[config.mk]
export PLATFORM = sky130hd
export DESIGN_NAME = llre_ram
export DESIGN_NICKNAME = d
export VERILOG_FILES = /design/src/rtl/llre_ram.sv
export SDC_FILE = /design/constraint.sdc
export NUM_CORES = 1
export LEC_CHECK = 0
export BUFFER_PORTS_ARGS = -buffer_cell sky130_fd_sc_hd__buf_4
export CAP_MARGIN = 5
export CELL_PAD_IN_SITES_DETAIL_PLACEMENT = 1
export CELL_PAD_IN_SITES_GLOBAL_PLACEMENT = 2
export CORE_ASPECT_RATIO = 0.5
export CORE_UTILIZATION = 48
export CTS_CLUSTER_SIZE = 8
export DETAILED_ROUTE_END_ITERATION = 16
export HOLD_SLACK_MARGIN = 0.08
export PLACE_DENSITY_LB_ADDON = 0.1
export RECOVER_POWER = 100
export SYNTH_ARGS = -nofsm -noshare
export SYNTH_HDL_FRONTEND = slang
export SYNTH_SLANG_ARGS = --single-unit
[constraint.sdc]
create_clock -name i_clk -period 2.5 [get_ports i_clk]
set_clock_uncertainty 0.1 [all_clocks]
set_input_delay 0.5 -clock i_clk [delete_from_list [all_inputs] [get_ports i_clk]]
set_output_delay 0.5 -clock i_clk [all_outputs]
set_load 0.1 [all_outputs]
[src/rtl/llre_ram.sv]
module llre_ram #(
    parameter int WIDTH = 8,
    parameter int DEPTH = 16
) (
    input  logic                     i_clk,
    input  logic                     i_we,
    input  logic [$clog2(DEPTH)-1:0] i_waddr,
    input  logic [WIDTH-1:0]         i_wdata,
    input  logic [$clog2(DEPTH)-1:0] i_raddr,
    output logic [WIDTH-1:0]         o_rdata
);
    logic [WIDTH-1:0] r_mem [DEPTH];
    logic [WIDTH-1:0] r_rdata;

    // One write port and one registered read port.
    always_ff @(posedge i_clk) begin
        if (i_we) begin
            r_mem[i_waddr] <= i_wdata;
        end
        r_rdata <= r_mem[i_raddr];
    end

    assign o_rdata = r_rdata;
endmodule

* Yosys cells after proc, flatten, opt, wreduce, memory -nomap -nowiden
Memory sizes are Yosys's and may differ from the RTL's. A register that Yosys moved wholly into a read port is not among the register bits.
Cells that the tools add are included.
** Storage, ports and cells
- Register bits :: 0
- Memory bits (writable) :: 128
- Input bits :: 18
- Output and inout bits :: 8
- Logic and storage cells :: 3
- Memories :: 1
** Memory list
- r_mem :: depth 16, bits a word 8, rd ports 1, clocked after memory_dff 1, wr ports 1, RTL line 12 : logic [WIDTH-1:0] r_mem [DEPTH];
** Operators by class
- Multiplexer cells :: 2
** Operators with widths (count)
- 1-bit 2-to-1 mux :: 2

* Depth between registers and ports, before layout
- Word-level depth :: 2
- Gate-level depth with buffers :: 5

* Worst setup path after synthesis
No wires, ideal clock.
- Path type :: input to register
- From :: in i_waddr[2]
- To :: mem r_mem[0][0], enable pin
- Library setup time :: 0.383 ns
- Arrival :: 1.610 ns
- Path slack :: 0.407 ns
- Stages :: 2
- Path buffers :: 0
- Cell sequence :: or3b_2 > nor3_1
** RTL lines
- start: declaration :: RTL line 7 : input logic [$clog2(DEPTH)-1:0] i_waddr,
- end: declaration :: RTL line 12
No word-level cell before the write port.

==> metrics.md <==
| Metric | Value |
|---|---|
| Required @ worst endpoint | 2.68 ns |
| Hold Buf Count CTS | 0 |
| Final WL | 11.6 mm |
| Worst-Margin Slew | 0.768 ns |
| Setup TNS | 0 ns |
| Fin area | 0.00608 sq mm |
| Core box area | 0.0103 sq mm |
| IO Port Bufs | 25 |
| Cells after Synth | 229 |
| Register area | 0.00400 sq mm |
| Post CTS Setup Buffer Count | 0 |
| Max IR drop VDD | 539 uV |
| Final Setup Violations | 0 |
| Die Y | 75.2 microns |
| Layout cells sized above 1 | 22.6% |
| Initial detailed-routing violation count | 202 |
| Mapped Area | 0.00515 sq mm |
| Unrepaired setup endpoints after global routing | no |
| Worst setup path end | o_rdata[3]$_DFF_P_ |
| FF-to-FF Start | r_mem[9][3]$_DFFE_PP_ |
| Critical Path End Type | register |
| Final Net Count | 302 |
| Drt first pass iters | 4 |
| Largest net degree at the start of global routing | 25 |
| Final Hold Vio Count | 0 |
| Yosys warnings | 0 |
| Die width | 148 microns |
| Area of the multi-input gates | 0.00106 sq mm |
| Distinct cells, synth | 19 |
| Worst Setup Start Kind | input pin |
| Deepest clock path buffer count | 2 |
| Worst hold start | i_wdata[4] |
| R2r worst-path depth | 3 |
| Antenna Nets Post-Route | 0 |
| PwrDens | 895 mW/mm^2 |
| Post-synthesis compound-gate area fraction | 2.33% |
| Antenna Diode Count | 0 |
| Vias in the first global route | 2569 |
| CTS Buf Count | 17 |
| Flop2flop setup slack | 0.85 ns |
| Io pins | 26 |
| First-pass GRT wire length | 16.7 mm |
| Max FO, Critical Path | 24 |
| Via count | 2496 |
| Leak Pwr | 2.01 nW |
| Peak Freq | 483 MHz |
| Most common cell after layout, fill and taps aside | edfxtp_1 |
| Post-Place Setup Slack | 0.339 ns |
| Syn-to-layout area delta | 18.2% |
| Syn_nets | 247 |
| Final Max Slew Viols | 0 |
| Critical R2R Capture | o_rdata[3]$_DFF_P_ |
| Clk sinks | 136 |
| Post-CTS sizing | 0 |
| Final Wtd Congestion | 0.716 |
| Largest family of logic cells by synthesized area | multiplexers |
| Outcome | finished clean |
| Initial Util | 49.9% |
| H-tree depth | 4 |
| Worst Hold Class | in2reg |
| Synth Register Bits | 136 |
| Data arrival, critical path | 2.25 ns |
| Root buffer cell | clkbuf_16 |
| Min Tclk post-route | 2.07 ns |
| Slew margin rel. | 48.8% |
| Most frequent cells in the layout | edfxtp_1 (128), clkbuf_1 (29), mux4_2 (18), clkbuf_16 (17), a22oi_1 (16) |
| Vias per cell | 5.71 |
| Simple-gate area share of the yosys netlist | 3.18% |
| Worst skew pair latency | 0.42 ns |
| Residual DRC | 0 |
| Synthesized area per cell | 22.5 sq um |
| Placed Area | 0.00561 sq mm |
| Crit path kind | in2reg |
| Post-Synth Adder-Cell Area | 0% |
| Setup ws final | 0.431 ns |
| Final Util | 59.0% |
| Global route overflow | 0 |
| Row cnt | 26 |
| Mux contribution to synthesized area | 15.0% |
| Drt wl/cell | 26.6 microns |
| Final period utilization | 82.8% |
| Clock Pin Slew Worst Setup and Hold Paths | 0.06 ns |
| Worst setup path startpoint | i_raddr[1] |
| Die area | 0.0112 sq mm |
| Fillers | 873 |
| TritonCTS clock tree | yes |
| Xor/xnor share of the synthesized area | 0% |
| Post-synthesis sequential area ratio | 77.8% |
| Max-Cap Viols | 0 |
| Initial antenna violation count | 0 |
| GRT Resource Usage Total | 23.1% |
| DP Wirelength | 7.02 mm |
==> synth_stat cells <==
cell	number	area (sq um)
nor2b_1	1	6.26
nor2_1	13	48.8
a22oi_1	16	120
and2b_1	1	7.51
nand2b_1	2	12.5
buf_6	3	33.8
nand3b_1	2	15.0
or3b_2	1	8.76
clkdlybuf4s25_2	3	30.0
buf_2	3	15.0
edfxtp_1	128	3840
mux4_1	14	368
nand2_1	9	33.8
buf_4	1	7.51
nand3_1	1	5.00
dfxtp_1	8	160
mux4_2	18	405
and2_1	1	6.26
nor3_1	4	20.0
==> critical path, stage by stage <==
cell and delay (ns):
clkbuf_2 0.55, buf_4 0.32, mux4_1 0.32, a22oi_1 0.43
nand2_1 0.10
==> how the worst min path moves through the flow <==
stage                        endpoint  slack (ns)  cells past startpoint
2_1_floorplan   r_mem[0][0]$_DFFE_PP_        0.50                      0
6_report        r_mem[5][4]$_DFFE_PP_        0.52                      1
4_1_cts         r_mem[7][4]$_DFFE_PP_        0.29                      1
5_1_grt        r_mem[10][4]$_DFFE_PP_        0.54                      1
3_3_place_gp       o_rdata[1]$_DFF_P_        0.55                      3
3_5_place_dp       o_rdata[1]$_DFF_P_        0.56                      3
==> sequential cells by signal, summed over array words and instances (netlist names) <==
signal and flops:
r_mem 128, o_rdata 8
==> per-layer routing <==
| layer | track usage [%] | vias up | wire, microns |
|---|---|---|---|
| met5 | 0 | - | 0 |
| met2 | 32.7 | 69 | 5210 |
| met1 | 34.7 | 1327 | 5540 |
| met4 | 8.25 | 0 | 114 |
| li1 | - | 1089 | - |
| met3 | 6.00 | 11 | 748 |
==> cells by family (layout without fill, tap and decap cells) <==
logic type | Yosys count | after routing
mux | 32 | 32
flops | 136 | 136
buf+inv | 10 | 78
compound gates | 16 | 16
simple gates | 35 | 35
==> cell type report <==
type,count,share of cell area (%)
Clock inverter,12,2.49
Sequential cell,136,65.8
Clock buffer,20,7.34
Timing Repair Buffer,46,4.09
Multi-Input combinational cell,83,17.4
Tap cell,140,2.88
==> stage by stage <==
step / power (mW) / instances / hold slack [ns]
2_1_floorplan: 2.85 / 229 / 0.499
3_3_place_gp: 2.98 / 405 / 0.551
3_5_place_dp: 2.99 / 405 / 0.558
4_1_cts: 5.51 / 437 / 0.290
5_1_grt: 5.59 / 437 / 0.544
6_report: 5.45 / 437 / 0.525
==> power breakdown <==
part / switching [mW] / internal (mW)
Clock: 0.929 / 1.59
Sequential: 0.0169 / 2.55
Combinational: 0.256 / 0.102
Note: power is estimated with default switching activity, not from simulation.
